### config.mk
export PLATFORM = sky130hd
export DESIGN_NAME = adc_average_scale_smooth_flat
export DESIGN_NICKNAME = d
export VERILOG_FILES = /design/src/rtl/aass_pkg.sv /design/src/rtl/aass_ifs.sv /design/src/rtl/aass_dp.sv /design/src/rtl/aass_ctrl.sv /design/src/rtl/adc_average_scale_smooth.sv /design/src/flat_wrapper.sv
export SDC_FILE = /design/constraint.sdc
export NUM_CORES = 2
export LEC_CHECK = 0
export BUFFER_PORTS_ARGS = -buffer_cell sky130_fd_sc_hd__buf_2
export CAP_MARGIN = 5
export CORE_MARGIN = 4
export CORE_UTILIZATION = 57
export CTS_CLUSTER_DIAMETER = 40
export CTS_CLUSTER_SIZE = 30
export DETAILED_ROUTE_END_ITERATION = 6
export GPL_ROUTABILITY_DRIVEN = 0
export PLACE_DENSITY = 0.8
export SLEW_MARGIN = 20
export SYNTH_ARGS = -nofsm -noshare
export SYNTH_HDL_FRONTEND = slang
export SYNTH_SLANG_ARGS = --single-unit
export TNS_END_PERCENT = 100
### constraint.sdc
create_clock -name clock -period 14.96 [get_ports clock]
set_input_delay 0 -clock clock [delete_from_list [all_inputs] [get_ports clock]]
set_output_delay 0 -clock clock [all_outputs]
set_load 0.02 [all_outputs]
### src/rtl/aass_pkg.sv
// ---------------------------------------------------------------------------
// aass_pkg
// Shared widths, register indexes, command/status types and the signed
// saturation helper for the ADC average/scale/smooth block.
// ---------------------------------------------------------------------------
package aass_pkg;

   localparam int unsigned MAX_BURST_DEFAULT = 64;

   localparam int unsigned SAMPLE_W    = 16;
   localparam int unsigned LEN_CFG_W   = 7;
   localparam int unsigned GAIN_W      = 24;
   localparam int unsigned SMOOTH_W    = 16;
   localparam int unsigned LEVEL_W     = 32;
   localparam int unsigned CSR_INDEX_W = 4;
   localparam int unsigned CSR_DATA_W  = 32;

   // shared multiplier: 25-bit signed by 32-bit signed
   localparam int unsigned MUL_A_W = GAIN_W + 1;
   localparam int unsigned MUL_P_W = MUL_A_W + LEVEL_W;
   // blend accumulator: two Q0.16-weighted 32-bit terms
   localparam int unsigned ACC_W   = LEVEL_W + SMOOTH_W + 1;

   localparam logic [CSR_INDEX_W-1:0] CSR_BURST_LENGTH   = 4'd0;
   localparam logic [CSR_INDEX_W-1:0] CSR_SCALE_GAIN     = 4'd1;
   localparam logic [CSR_INDEX_W-1:0] CSR_SMOOTHING      = 4'd2;
   localparam logic [CSR_INDEX_W-1:0] CSR_EXPECTED_LEVEL = 4'd3;

   localparam logic [LEN_CFG_W-1:0] BURST_LENGTH_RESET = 7'd1;
   localparam logic [GAIN_W-1:0]    SCALE_GAIN_RESET   = 24'h01_0000;
   localparam logic [SMOOTH_W:0]    UNITY_Q16          = 17'h1_0000;

   typedef enum logic [1:0] {
      MUL_GAIN = 2'd0,
      MUL_NEW  = 2'd1,
      MUL_OLD  = 2'd2
   } mul_sel_type;

   typedef struct packed {
      logic        take;
      logic        div_step;
      logic        mul_en;
      mul_sel_type mul_sel;
      logic        acc_load;
      logic        apply;
      logic        blend;
      logic        emit;
   } dp_cmd_type;

   typedef struct packed {
      logic last;
      logic kind;
      logic first_done;
      logic out_free;
   } dp_status_type;

   function automatic logic signed [LEVEL_W-1:0] sat_level(
      input logic signed [LEVEL_W+1:0] v
   );
      logic signed [LEVEL_W-1:0] r;
      if (!v[LEVEL_W+1] && (v[LEVEL_W] || v[LEVEL_W-1])) begin
         r = {1'b0, {(LEVEL_W-1){1'b1}}};
      end else if (v[LEVEL_W+1] && !(v[LEVEL_W] && v[LEVEL_W-1])) begin
         r = {1'b1, {(LEVEL_W-1){1'b0}}};
      end else begin
         r = v[LEVEL_W-1:0];
      end
      return r;
   endfunction

endpackage

### src/rtl/aass_ifs.sv
// ---------------------------------------------------------------------------
// aass interfaces
// Valid/ready channels for samples, results and register writes.
// ---------------------------------------------------------------------------
interface aass_req_if;
   logic                          valid;
   logic                          ready;
   logic                          cmd;
   logic [aass_pkg::SAMPLE_W-1:0] sample;

   modport source (output valid, cmd, sample, input ready);
   modport sink   (input valid, cmd, sample, output ready);
endinterface

interface aass_rsp_if;
   logic                                valid;
   logic                                ready;
   logic signed [aass_pkg::LEVEL_W-1:0] level;
   logic                                from_calibration;

   modport source (output valid, level, from_calibration, input ready);
   modport sink   (input valid, level, from_calibration, output ready);
endinterface

interface aass_csr_if;
   logic                             valid;
   logic                             ready;
   logic [aass_pkg::CSR_INDEX_W-1:0] index;
   logic [aass_pkg::CSR_DATA_W-1:0]  data;

   modport source (output valid, index, data, input ready);
   modport sink   (input valid, index, data, output ready);
endinterface

### src/rtl/aass_dp.sv
// ---------------------------------------------------------------------------
// aass_dp
// Datapath: configuration registers, burst accumulator, radix-2 divider,
// shared multiplier, offset/smoothing arithmetic and the output register.
// ---------------------------------------------------------------------------
module aass_dp #(
   parameter int unsigned MAX_BURST = aass_pkg::MAX_BURST_DEFAULT
) (
   input  logic                                clock,
   input  logic                                reset,
   input  aass_pkg::dp_cmd_type                cmd,
   output aass_pkg::dp_status_type             status,
   input  logic                                req_cmd,
   input  logic [aass_pkg::SAMPLE_W-1:0]       req_sample,
   input  logic                                csr_valid,
   input  logic [aass_pkg::CSR_INDEX_W-1:0]    csr_index,
   input  logic [aass_pkg::CSR_DATA_W-1:0]     csr_data,
   input  logic                                rsp_ready,
   output logic                                rsp_valid,
   output logic signed [aass_pkg::LEVEL_W-1:0] rsp_level,
   output logic                                rsp_from_calibration
);
   import aass_pkg::*;

   localparam int unsigned LEN_W = $clog2(MAX_BURST + 1);
   localparam int unsigned SUM_W = SAMPLE_W + LEN_W;

   // configuration
   logic [LEN_CFG_W-1:0]      burst_length_ff, burst_length_in;
   logic [GAIN_W-1:0]         scale_gain_ff, scale_gain_in;
   logic [SMOOTH_W-1:0]       smoothing_ff, smoothing_in;
   logic signed [LEVEL_W-1:0] expected_level_ff, expected_level_in;

   // architectural state
   logic [SUM_W-1:0]          sum_ff, sum_in;
   logic [LEN_W-1:0]          count_ff, count_in;
   logic                      kind_ff, kind_in;
   logic signed [LEVEL_W-1:0] offset_ff, offset_in;
   logic signed [LEVEL_W-1:0] smooth_ff, smooth_in;
   logic                      first_ff, first_in;

   // working registers
   logic [LEN_W-1:0]          rem_ff, rem_in;
   logic [SUM_W-1:0]          quo_ff, quo_in;
   logic signed [MUL_P_W-1:0] prod_ff, prod_in;
   logic signed [ACC_W-1:0]   acc_ff, acc_in;
   logic signed [LEVEL_W-1:0] raw_ff, raw_in;
   logic signed [LEVEL_W-1:0] res_ff, res_in;

   // output register
   logic                      out_valid_ff, out_valid_in;
   logic signed [LEVEL_W-1:0] out_level_ff, out_level_in;
   logic                      out_cal_ff, out_cal_in;

   logic [LEN_W-1:0]          eff_len;
   logic [LEN_W-1:0]          count_inc;
   logic [SUM_W-1:0]          sum_new;
   logic [LEN_W:0]            trial;
   logic                      trial_ge;
   logic signed [MUL_A_W-1:0] mul_a;
   logic signed [LEVEL_W-1:0] mul_b;
   logic signed [MUL_P_W-1:0] mul_p;
   logic [LEVEL_W-1:0]        scaled;
   logic signed [LEVEL_W+1:0] cal_sum;
   logic signed [LEVEL_W+1:0] meas_sum;
   logic signed [LEVEL_W-1:0] cal_level;
   logic signed [LEVEL_W-1:0] meas_level;
   logic signed [ACC_W-1:0]   blend_sum;
   logic                      out_free;

   // clamp the configured length into 1..MAX_BURST
   always_comb begin
      if (burst_length_ff == '0) begin
         eff_len = LEN_W'(1);
      end else if (32'(burst_length_ff) > 32'(MAX_BURST)) begin
         eff_len = LEN_W'(MAX_BURST);
      end else begin
         eff_len = LEN_W'(burst_length_ff);
      end
   end

   assign count_inc = count_ff + LEN_W'(1);
   assign sum_new   = sum_ff + SUM_W'(req_sample);

   assign trial    = {rem_ff, quo_ff[SUM_W-1]};
   assign trial_ge = trial >= {1'b0, eff_len};

   always_comb begin
      case (cmd.mul_sel)
         MUL_GAIN: begin
            mul_a = $signed({1'b0, scale_gain_ff});
            mul_b = $signed(LEVEL_W'(quo_ff));
         end
         MUL_NEW: begin
            mul_a = $signed(MUL_A_W'(UNITY_Q16 - {1'b0, smoothing_ff}));
            mul_b = raw_ff;
         end
         MUL_OLD: begin
            mul_a = $signed(MUL_A_W'(smoothing_ff));
            mul_b = smooth_ff;
         end
         default: begin
            mul_a = '0;
            mul_b = '0;
         end
      endcase
   end

   assign mul_p = mul_a * mul_b;

   assign scaled     = prod_ff[LEVEL_W+15:16];
   assign cal_sum    = {{2{expected_level_ff[LEVEL_W-1]}}, expected_level_ff}
                       - $signed({2'b00, scaled});
   assign meas_sum   = {{2{offset_ff[LEVEL_W-1]}}, offset_ff} + $signed({2'b00, scaled});
   assign cal_level  = sat_level(cal_sum);
   assign meas_level = sat_level(meas_sum);
   assign blend_sum  = acc_ff + prod_ff[ACC_W-1:0];

   assign out_free = !out_valid_ff || rsp_ready;

   always_comb begin
      burst_length_in   = burst_length_ff;
      scale_gain_in     = scale_gain_ff;
      smoothing_in      = smoothing_ff;
      expected_level_in = expected_level_ff;
      sum_in            = sum_ff;
      count_in          = count_ff;
      kind_in           = kind_ff;
      offset_in         = offset_ff;
      smooth_in         = smooth_ff;
      first_in          = first_ff;
      rem_in            = rem_ff;
      quo_in            = quo_ff;
      prod_in           = prod_ff;
      acc_in            = acc_ff;
      raw_in            = raw_ff;
      res_in            = res_ff;
      out_valid_in      = out_valid_ff;
      out_level_in      = out_level_ff;
      out_cal_in        = out_cal_ff;

      if (csr_valid) begin
         case (csr_index)
            CSR_BURST_LENGTH:   burst_length_in   = csr_data[LEN_CFG_W-1:0];
            CSR_SCALE_GAIN:     scale_gain_in     = csr_data[GAIN_W-1:0];
            CSR_SMOOTHING:      smoothing_in      = csr_data[SMOOTH_W-1:0];
            CSR_EXPECTED_LEVEL: expected_level_in = $signed(csr_data[LEVEL_W-1:0]);
            default: ;
         endcase
      end

      if (cmd.take) begin
         if (count_ff == '0) begin
            kind_in = req_cmd;
         end
         if (count_inc >= eff_len) begin
            // burst complete: hand the sum to the divider, restart gathering
            sum_in   = '0;
            count_in = '0;
            rem_in   = '0;
            quo_in   = sum_new;
         end else begin
            sum_in   = sum_new;
            count_in = count_inc;
         end
      end

      if (cmd.div_step) begin
         rem_in = trial_ge ? LEN_W'(trial - {1'b0, eff_len}) : trial[LEN_W-1:0];
         quo_in = {quo_ff[SUM_W-2:0], trial_ge};
      end

      if (cmd.mul_en) begin
         prod_in = mul_p;
      end
      if (cmd.acc_load) begin
         acc_in = prod_ff[ACC_W-1:0];
      end

      if (cmd.apply) begin
         if (kind_ff) begin
            offset_in = cal_level;
            res_in    = cal_level;
         end else begin
            raw_in = meas_level;
            if (!first_ff) begin
               smooth_in = meas_level;
               res_in    = meas_level;
               first_in  = 1'b1;
            end
         end
      end

      if (cmd.blend) begin
         smooth_in = blend_sum[LEVEL_W+15:16];
         res_in    = blend_sum[LEVEL_W+15:16];
      end

      if (cmd.emit) begin
         out_valid_in = 1'b1;
         out_level_in = res_ff;
         out_cal_in   = kind_ff;
      end else if (rsp_ready) begin
         out_valid_in = 1'b0;
      end
   end

   always_ff @(posedge clock) begin
      if (reset) begin
         burst_length_ff   <= BURST_LENGTH_RESET;
         scale_gain_ff     <= SCALE_GAIN_RESET;
         smoothing_ff      <= '0;
         expected_level_ff <= '0;
         sum_ff            <= '0;
         count_ff          <= '0;
         kind_ff           <= 1'b0;
         offset_ff         <= '0;
         smooth_ff         <= '0;
         first_ff          <= 1'b0;
         out_valid_ff      <= 1'b0;
      end else begin
         burst_length_ff   <= burst_length_in;
         scale_gain_ff     <= scale_gain_in;
         smoothing_ff      <= smoothing_in;
         expected_level_ff <= expected_level_in;
         sum_ff            <= sum_in;
         count_ff          <= count_in;
         kind_ff           <= kind_in;
         offset_ff         <= offset_in;
         smooth_ff         <= smooth_in;
         first_ff          <= first_in;
         out_valid_ff      <= out_valid_in;
      end
   end

   always_ff @(posedge clock) begin
      rem_ff       <= rem_in;
      quo_ff       <= quo_in;
      prod_ff      <= prod_in;
      acc_ff       <= acc_in;
      raw_ff       <= raw_in;
      res_ff       <= res_in;
      out_level_ff <= out_level_in;
      out_cal_ff   <= out_cal_in;
   end

   assign status.last       = count_inc >= eff_len;
   assign status.kind       = kind_ff;
   assign status.first_done = first_ff;
   assign status.out_free   = out_free;

   assign rsp_valid            = out_valid_ff;
   assign rsp_level            = out_level_ff;
   assign rsp_from_calibration = out_cal_ff;

endmodule

### src/rtl/aass_ctrl.sv
// ---------------------------------------------------------------------------
// aass_ctrl
// Sequencer: takes samples, runs the divider for one quotient bit per
// cycle, then steps the shared multiplier through scale and smoothing.
// ---------------------------------------------------------------------------
module aass_ctrl #(
   parameter int unsigned MAX_BURST = aass_pkg::MAX_BURST_DEFAULT
) (
   input  logic                    clock,
   input  logic                    reset,
   input  logic                    req_valid,
   output logic                    req_ready,
   input  aass_pkg::dp_status_type status,
   output aass_pkg::dp_cmd_type    cmd
);
   import aass_pkg::*;

   localparam int unsigned LEN_W  = $clog2(MAX_BURST + 1);
   localparam int unsigned SUM_W  = SAMPLE_W + LEN_W;
   localparam int unsigned STEP_W = $clog2(SUM_W);

   typedef enum logic [7:0] {
      ST_IDLE       = 8'b0000_0001,
      ST_DIVIDE     = 8'b0000_0010,
      ST_SCALE      = 8'b0000_0100,
      ST_APPLY      = 8'b0000_1000,
      ST_WEIGHT_NEW = 8'b0001_0000,
      ST_WEIGHT_OLD = 8'b0010_0000,
      ST_BLEND      = 8'b0100_0000,
      ST_FINISH     = 8'b1000_0000
   } state_type;

   state_type         state_ff, state_in;
   logic [STEP_W-1:0] step_ff, step_in;

   always_comb begin
      state_in     = state_ff;
      step_in      = step_ff;
      req_ready    = 1'b0;
      cmd          = '0;
      cmd.mul_sel  = MUL_GAIN;

      case (state_ff)
         ST_IDLE: begin
            req_ready = 1'b1;
            if (req_valid) begin
               cmd.take = 1'b1;
               if (status.last) begin
                  step_in  = STEP_W'(SUM_W - 1);
                  state_in = ST_DIVIDE;
               end
            end
         end
         ST_DIVIDE: begin
            cmd.div_step = 1'b1;
            if (step_ff == '0) begin
               state_in = ST_SCALE;
            end else begin
               step_in = step_ff - STEP_W'(1);
            end
         end
         ST_SCALE: begin
            cmd.mul_en  = 1'b1;
            cmd.mul_sel = MUL_GAIN;
            state_in    = ST_APPLY;
         end
         ST_APPLY: begin
            cmd.apply = 1'b1;
            // calibration and the first measurement skip the smoothing step
            if (status.kind || !status.first_done) begin
               state_in = ST_FINISH;
            end else begin
               state_in = ST_WEIGHT_NEW;
            end
         end
         ST_WEIGHT_NEW: begin
            cmd.mul_en  = 1'b1;
            cmd.mul_sel = MUL_NEW;
            state_in    = ST_WEIGHT_OLD;
         end
         ST_WEIGHT_OLD: begin
            cmd.acc_load = 1'b1;
            cmd.mul_en   = 1'b1;
            cmd.mul_sel  = MUL_OLD;
            state_in     = ST_BLEND;
         end
         ST_BLEND: begin
            cmd.blend = 1'b1;
            state_in  = ST_FINISH;
         end
         ST_FINISH: begin
            // hold until the output register can take the result
            if (status.out_free) begin
               cmd.emit = 1'b1;
               state_in = ST_IDLE;
            end
         end
         default: begin
            state_in = ST_IDLE;
         end
      endcase
   end

   always_ff @(posedge clock) begin
      if (reset) begin
         state_ff <= ST_IDLE;
         step_ff  <= '0;
      end else begin
         state_ff <= state_in;
         step_ff  <= step_in;
      end
   end

endmodule

### src/rtl/adc_average_scale_smooth.sv
// ---------------------------------------------------------------------------
// adc_average_scale_smooth
// Burst averager with Q8.16 gain, stored offset and exponential smoothing.
// ---------------------------------------------------------------------------
// A sample that does not close a burst leaves the input ready; samples stream back to back.
// A closing sample holds the input until its result enters the output register: the
// restoring divider retires one quotient bit per cycle over the SUM_W-bit burst sum
// (SUM_W = 16 + clog2(MAX_BURST+1), 23 at 64), then one shared multiplier runs gain,
// new and old weight (the last two skipped for a calibrate burst or the first measure);
// the result waits while the output register is full. Sync reset restores defaults.
module adc_average_scale_smooth #(
   parameter int unsigned MAX_BURST = aass_pkg::MAX_BURST_DEFAULT
) (
   input logic       clock,
   input logic       reset,
   aass_req_if.sink   req_if,
   aass_rsp_if.source rsp_if,
   aass_csr_if.sink   csr_if
);
   import aass_pkg::*;

   dp_cmd_type    cmd;
   dp_status_type status;

   // registers accept a transfer in every cycle
   assign csr_if.ready = 1'b1;

   aass_ctrl #(
      .MAX_BURST (MAX_BURST)
   ) u_ctrl (
      .clock     (clock),
      .reset     (reset),
      .req_valid (req_if.valid),
      .req_ready (req_if.ready),
      .status    (status),
      .cmd       (cmd)
   );

   aass_dp #(
      .MAX_BURST (MAX_BURST)
   ) u_dp (
      .clock                (clock),
      .reset                (reset),
      .cmd                  (cmd),
      .status               (status),
      .req_cmd              (req_if.cmd),
      .req_sample           (req_if.sample),
      .csr_valid            (csr_if.valid),
      .csr_index            (csr_if.index),
      .csr_data             (csr_if.data),
      .rsp_ready            (rsp_if.ready),
      .rsp_valid            (rsp_if.valid),
      .rsp_level            (rsp_if.level),
      .rsp_from_calibration (rsp_if.from_calibration)
   );

endmodule
### src/flat_wrapper.sv
// flat-port wrapper written by rule: the top's interface ports become plain ports
module adc_average_scale_smooth_flat import aass_pkg::*;
#(
   parameter int unsigned MAX_BURST = aass_pkg::MAX_BURST_DEFAULT
)
  (clock, reset, req_if_valid, req_if_cmd, req_if_sample, req_if_ready, rsp_if_valid, rsp_if_level, rsp_if_from_calibration, rsp_if_ready, csr_if_valid, csr_if_index, csr_if_data, csr_if_ready);
  aass_req_if req_if_i ();
  aass_rsp_if rsp_if_i ();
  aass_csr_if csr_if_i ();
  input logic clock;
  input logic reset;
  input wire logic [$bits(req_if_i.valid)-1:0] req_if_valid;
  input wire logic [$bits(req_if_i.cmd)-1:0] req_if_cmd;
  input wire logic [$bits(req_if_i.sample)-1:0] req_if_sample;
  output wire logic [$bits(req_if_i.ready)-1:0] req_if_ready;
  output wire logic [$bits(rsp_if_i.valid)-1:0] rsp_if_valid;
  output wire logic [$bits(rsp_if_i.level)-1:0] rsp_if_level;
  output wire logic [$bits(rsp_if_i.from_calibration)-1:0] rsp_if_from_calibration;
  input wire logic [$bits(rsp_if_i.ready)-1:0] rsp_if_ready;
  input wire logic [$bits(csr_if_i.valid)-1:0] csr_if_valid;
  input wire logic [$bits(csr_if_i.index)-1:0] csr_if_index;
  input wire logic [$bits(csr_if_i.data)-1:0] csr_if_data;
  output wire logic [$bits(csr_if_i.ready)-1:0] csr_if_ready;
  assign req_if_i.valid = req_if_valid;
  assign req_if_i.cmd = req_if_cmd;
  assign req_if_i.sample = req_if_sample;
  assign req_if_ready = req_if_i.ready;
  assign rsp_if_valid = rsp_if_i.valid;
  assign rsp_if_level = rsp_if_i.level;
  assign rsp_if_from_calibration = rsp_if_i.from_calibration;
  assign rsp_if_i.ready = rsp_if_ready;
  assign csr_if_i.valid = csr_if_valid;
  assign csr_if_i.index = csr_if_index;
  assign csr_if_i.data = csr_if_data;
  assign csr_if_ready = csr_if_i.ready;
  adc_average_scale_smooth #(.MAX_BURST(MAX_BURST)) u_core (.clock(clock), .reset(reset), .req_if(req_if_i), .rsp_if(rsp_if_i), .csr_if(csr_if_i));
endmodule
After elaboration in Yosys (flattened, before gate mapping). Index checks and enable logic that the tools add are counted.

Bits in writable memories: 0. Memories kept: 0. Output and inout port bits: 36. Bits in latches: 0. Logic and storage cells: 139. Input bits: 58. Register bits: 412. Bits in read-only memories: 0.

Magnitude comparators: 3. Add/sub/neg operators: 8. Div/mod/pow operators: 0. Shift operators: 0. Bitwise operators: 1. Reductions and logical operators: 38. Multiplexer cells: 46. Multiply operators: 1. Eq/ne operators: 21.

Operators by type and width (number): two-way mux 32 bit (11); one-hot mux 32 bit (3 select lines) (1); two-way mux 23 bit (4); one-hot mux 25 bit (3 select lines) (1); one-hot mux 8 bit (8 select lines) (1); two-way mux 7 bit (7); adder 48 bit (1); multiplier 25 x 32 -> 48 bit (1); two-way mux 8 bit (5); adder 32 x 33 -> 34 bit (1); subtractor 32 x 33 -> 34 bit (1); adder 23 x 16 -> 23 bit (1); AND reduction 2 bit (9); subtractor 17 x 16 -> 18 bit (first input constant) (1); two-way mux 5 bit (3); logical NOT 7 bit (2); two-way mux 1 bit (11); one-hot mux 5 bit (2 select lines) (1); nonzero test 2 bit (5); one-hot mux 3 bit (3 select lines) (1); == test 4 x 2 -> 1 bit (second input constant) (2); == test 8 x 1 -> 1 bit (second input constant) (1); == test 8 x 2 -> 1 bit (second input constant) (1); == test 8 x 3 -> 1 bit (second input constant) (1); other kinds (26) (45).

Longest topological paths before layout.
Word-level depth: 10. Depth in mapped cells: 37. Gate-level depth less buffers: 35.

Modules after synthesis. From an unflattened synthesis, not the netlist that was laid out.

Cell total of the unflattened synthesis: 5318. Area total of the unflattened synthesis: 47116.4 um2.

Modules (own cells, without submodules): aass_dp (sequential area each 10219.8 um2, area each 46343.2 um2, times used 1, cells each 5225); aass_ctrl (sequential area each 260.2 um2, area each 762.0 um2, times used 1, cells each 91); adc_average_scale_smooth (sequential area each 0.0 um2, area each 11.3 um2, times used 1, cells each 2).

Worst setup path before layout. No wires, ideal clock.

Kind: flip-flop to flip-flop. From: register u_core.u_ctrl.state_ff[7]. To: register u_core.u_dp.prod_ff[45], data pin. Slack: 5.218 ns. Data required time: 14.702 ns. Stages on the path, launching flop included: 32. Path buffers: 3. Setup time: 0.258 ns. Clock period less this slack: 9.742 ns. Data arrival time: 9.484 ns. Cell sequence: dfxtp_1 > nor2_1 > nand3_1 > or3b_2 > clkbuf_1 > clkinv_1 > clkbuf_1 > clkbuf_1 > a221oi_1 > nor2_1 > fa_1 > inv_1 > fa_1 > inv_1 > fa_1 > fa_1 > fa_1 > fa_1 > inv_1 > fa_1 > inv_1 > ha_1 > a21o_1 > a21o_1 > a21oi_1 > o21ai_0 > a31oi_1 > o22ai_1 > o41a_1 > a211o_1 > a21oi_1 > xnor2_1.

Longest elaborated chain between the ends: 5. Elaborated cells on any way between the ends: 10. Those cells by class: 1 x mul; 5 x eq/ne; 3 x mux; 1 x reduce/logical.

RTL lines: start: declaration (line aass_ctrl.sv:33) `state_type state_ff, state_in;`; start signal: assignment (line aass_ctrl.sv:109) `state_ff <= state_in;`; == test 8 x 6 -> 1 bit, or another cell as far along (line aass_ctrl.sv:43) `case (state_ff)`; one-hot mux 3 bit (3 select lines) * (line aass_ctrl.sv:43); == test 2 bit, or another cell as far along (line aass_dp.sv:89) `case (cmd.mul_sel)`; one-hot mux 25 bit (3 select lines) / one-hot mux 32 bit (3 select lines) (equally long branches) (line aass_dp.sv:89); multiplier 25 x 32 -> 48 bit * (line aass_dp.sv:109) `assign mul_p = mul_a * mul_b;`; named net u_core.u_dp.mul_p[45] (line aass_dp.sv:62) `logic signed [MUL_P_W-1:0] mul_p;`; end signal: assignment (line aass_dp.sv:239) `prod_ff <= prod_in;`; end: declaration (line aass_dp.sv:45) `logic signed [MUL_P_W-1:0] prod_ff, prod_in;`.

The timed path passes the listed nets; every way through them passes the cells marked *. A chain may end at the register's enable or synchronous reset.

Worst setup path after layout.
From: register u_core.u_ctrl.state_ff[7]. To: register u_core.u_dp.prod_ff[47], data pin.

Same word-level chain as after synthesis.

==> flow_summary_export.csv <==
group,metric,value,unit
run_status,outcome,"complete, no violations",
yosys,synth_area,46800,um2
cells_and_area,syn2layout_area_growth,9.15,%
clocking,clockBufferDepth,3,
timing,period_needed,10.76,ns
cells_and_area,layout-drive-gt1-share,6.50,%
setup_path,path_class,"reg2reg",
detailed_routing,wl_per_cell,22.0,um
setup_path,critPathCaptureType,"register",
detailed_routing,final_antenna_net_count,0,
detailed_routing,viasPerCell,6.06,
yosys,synthCells,5217,
clocking,cts_resized,0,
detailed_routing,drt-initial-drc-count,4231,
cells_and_area,fin_util,63.1,%
setup_path,crit_required,15.33,ns
timing,max_slew.worst_pin.slew,1.18,ns
global_route,use_met3,8.73,%
timing,rsz0062_at_grt,"false",
job,drv_cap,0,
yosys,yosys.area.top_type,"fa_1",
global_route,met2_usage,51.0,%
setup_path,path_common_cell,"fa_1",
yosys,synthTopCellsByCount,"inv_1 (906), nand2_1 (736), fa_1 (695), nor2_1 (550), ha_1 (284)",
global_route,grt_remaining_overflow,0,
yosys,ys_async_sr_fraction,0,%
yosys,synth.avg_cell_area,8.97,um2
detailed_routing,drt-pass1-iter-count,6,
timing,setup-violations-final,0,
power,vdd_drop_max,0.000142,V
clocking,clkTransAtPathRegs,0.07,ns
timing,clock.fmax,93.0,MHz
detailed_routing,routed_wl,141,mm
yosys,synthFlopType,"edfxtp_1",
cells_and_area,final_area,51100,um2
global_route,grt_most_used_layer,"met2",
clocking,htree_levels,2,
clocking,cts_tree,"yes",
timing,min_period_over_period,71.9,%
yosys,yosysWarnings,0,
clocking,cts_sinks,412,
timing,finalWorstSetupSlack,4.20,ns
global_route,grt_usage,32.9,%
cells_and_area,seq_area,10500,um2
yosys,synth_edf_count,223,
cells_and_area,nFillCells,6476,
placement,dpl_cell_area,48600,um2
yosys,synth_top_cell_area_share,29.7,%
yosys,ys_seq_area_share,22.4,%
timing,slew_headroom,21.5,%
floorplan,initial_core_util,57.8,%
placement,dp.cells,6258,
clocking,clk_latency,0.62,ns
global_route,antenna_found_initial,6,
power,power_density,84.3,nW/um2
setup_path,crit_path_max_fanout,55,
yosys,synth.distinct_cells,99,
worst_hold_path,hp-class,"in2reg",
setup_path,crit_slowest_cell,"o311a_1",
setup_path,startpoint_type,"register",
setup_path,max_stage_delay,0.79,ns
setup_path,critPathArrivalTime,11.12,ns
yosys,synth_most_common_cell,"inv_1",
timing,slew_violations,0,
clocking,post_cts_buffers,0,
floorplan,rows,104,
clocking,root_buffer,"clkbuf_16",
placement,io_buffers,92,
timing,hold_violations,0,
clocking,cts_hold_buffers,64,
cells_and_area,fin_nets,6353,
yosys,synth_seq_cells,412,
power,power.leakage,23.0,nW
floorplan,fp.coreArea,80900,um2
global_route,grt_max_degree,126,
detailed_routing,drc,0,
global_route,met1_usage,41.4,%
cells_and_area,instances_no_fill,6418,
detailed_routing,num_vias,38902,
global_route,grt_pass1_wl,221,mm
floorplan,ios,94,
timing,fin_tns_setup,0,ns
placement,dp_slack,4.47,ns
cells_and_area,multi_input_area,32400,um2
clocking,cts_made_buffers,47,
timing,skew,0.0467,ns
placement,hpwl,109,mm
global_route,first_global_vias,39521,
yosys,yosys-top-cells-area,"fa_1 (30%), edfxtp_1 (14%), dfxtp_1 (8.1%)",
floorplan,die_x,295,um
floorplan,die_y,295,um
floorplan,dieArea,86800,um2
[worst max-delay path, delay by kind of cell (launching register included)]
family | cells | cell delay (ns)
compound gates | 10 | 3.42
xor+xnor | 1 | 0.08
fa+ha+maj | 8 | 3.87
buf+inv | 7 | 1.12
flops | 1 | 0.33
simple gates | 6 | 1.64
[path summary, 6_finish.rpt]
kind         cells past startpoint                                   start                                   to  slack (ns)
max                             32  u_core.u_ctrl.state_ff[7]$_SDFFE_PP0P_    u_core.u_dp.prod_ff[47]$_DFFE_PP_        4.20
min                              6                       req_if_sample[14]  u_core.u_dp.sum_ff[15]$_SDFFE_PP0P_        0.03
max reg2reg                     32  u_core.u_ctrl.state_ff[7]$_SDFFE_PP0P_    u_core.u_dp.prod_ff[47]$_DFFE_PP_        4.20
min reg2reg                      0        u_core.u_dp.res_ff[28]$_DFFE_PP_  u_core.u_dp.rsp_level[28]$_DFFE_PP_        0.42
[cell families after synthesis]
family,share of synthesized area [%]
AND/OR/NAND/NOR,14.9
buffers and inverters,9.15
adder cells (fa/ha/maj),37.3
AO/OA/AOI/OAI,12.5
flip-flops,22.4
XOR/XNOR,3.12
multiplexers,0.602
other,0.0160
[routing by layer]
layer | vias up | routed length (um)
met3 | 679 | 17000
met2 | 2526 | 63100
li1 | 16924 | -
met4 | 4 | 10900
met1 | 18769 | 50400
met5 | - | 21
[report_power, final]
part | switching, mW | internal, mW
combinational | 1.13 | 0.567
sequential | 0.0708 | 1.29
clock | 0.578 | 0.676
[cell usage in the layout (no fill, tap or decap), types with 51 or more instances in the layout]
master	synthesis	final
a21o_1	82	82
a21oi_1	269	269
buf_2	8	92
buf_4	2	79
dfxtp_1	189	189
dlygate4sd3_1	0	64
edfxtp_1	223	223
fa_1	695	695
ha_1	284	284
inv_1	906	906
nand2_1	736	736
nor2_1	550	545
nor3_1	56	53
o21ai_0	159	157
xnor2_1	114	114
xor2_1	51	51
[state kept, by name (all words and copies together) (netlist names), 5 cells and up]
| signal | flops |
|---|---|
| u_core.u_ctrl.state_ff | 8 |
| u_core.u_ctrl.step_ff | 5 |
| u_core.u_dp.acc_ff | 48 |
| u_core.u_dp.burst_length_ff | 7 |
| u_core.u_dp.count_ff | 7 |
| u_core.u_dp.expected_level_ff | 32 |
| u_core.u_dp.offset_ff | 32 |
| u_core.u_dp.prod_ff | 48 |
| u_core.u_dp.quo_ff | 23 |
| u_core.u_dp.raw_ff | 32 |
| u_core.u_dp.rem_ff | 7 |
| u_core.u_dp.res_ff | 32 |
| u_core.u_dp.rsp_level | 32 |
| u_core.u_dp.scale_gain_ff | 24 |
| u_core.u_dp.smooth_ff | 32 |
| u_core.u_dp.smoothing_ff | 16 |
| u_core.u_dp.sum_ff | 23 |
[metrics by stage]
stage          hold WS (ns)  power (mW)
3_3_place_gp          0.244        2.97
5_1_grt              0.0752        4.49
4_1_cts             0.00373        4.27
6_report             0.0326        4.31
3_5_place_dp          0.252        3.00
2_1_floorplan         0.118        2.40
[cell type report]
cell class / count / area share [%]
inverter: 909 / 6.68
multi-input combinational: 3706 / 63.3
tap: 1060 / 2.60
sequential: 412 / 20.5
clock inverter: 35 / 0.931
timing repair buffer: 240 / 3.48
clock buffer: 53 / 2.43
antenna: 3 / 0.0147
Note: power is estimated with default switching activity, not from simulation.
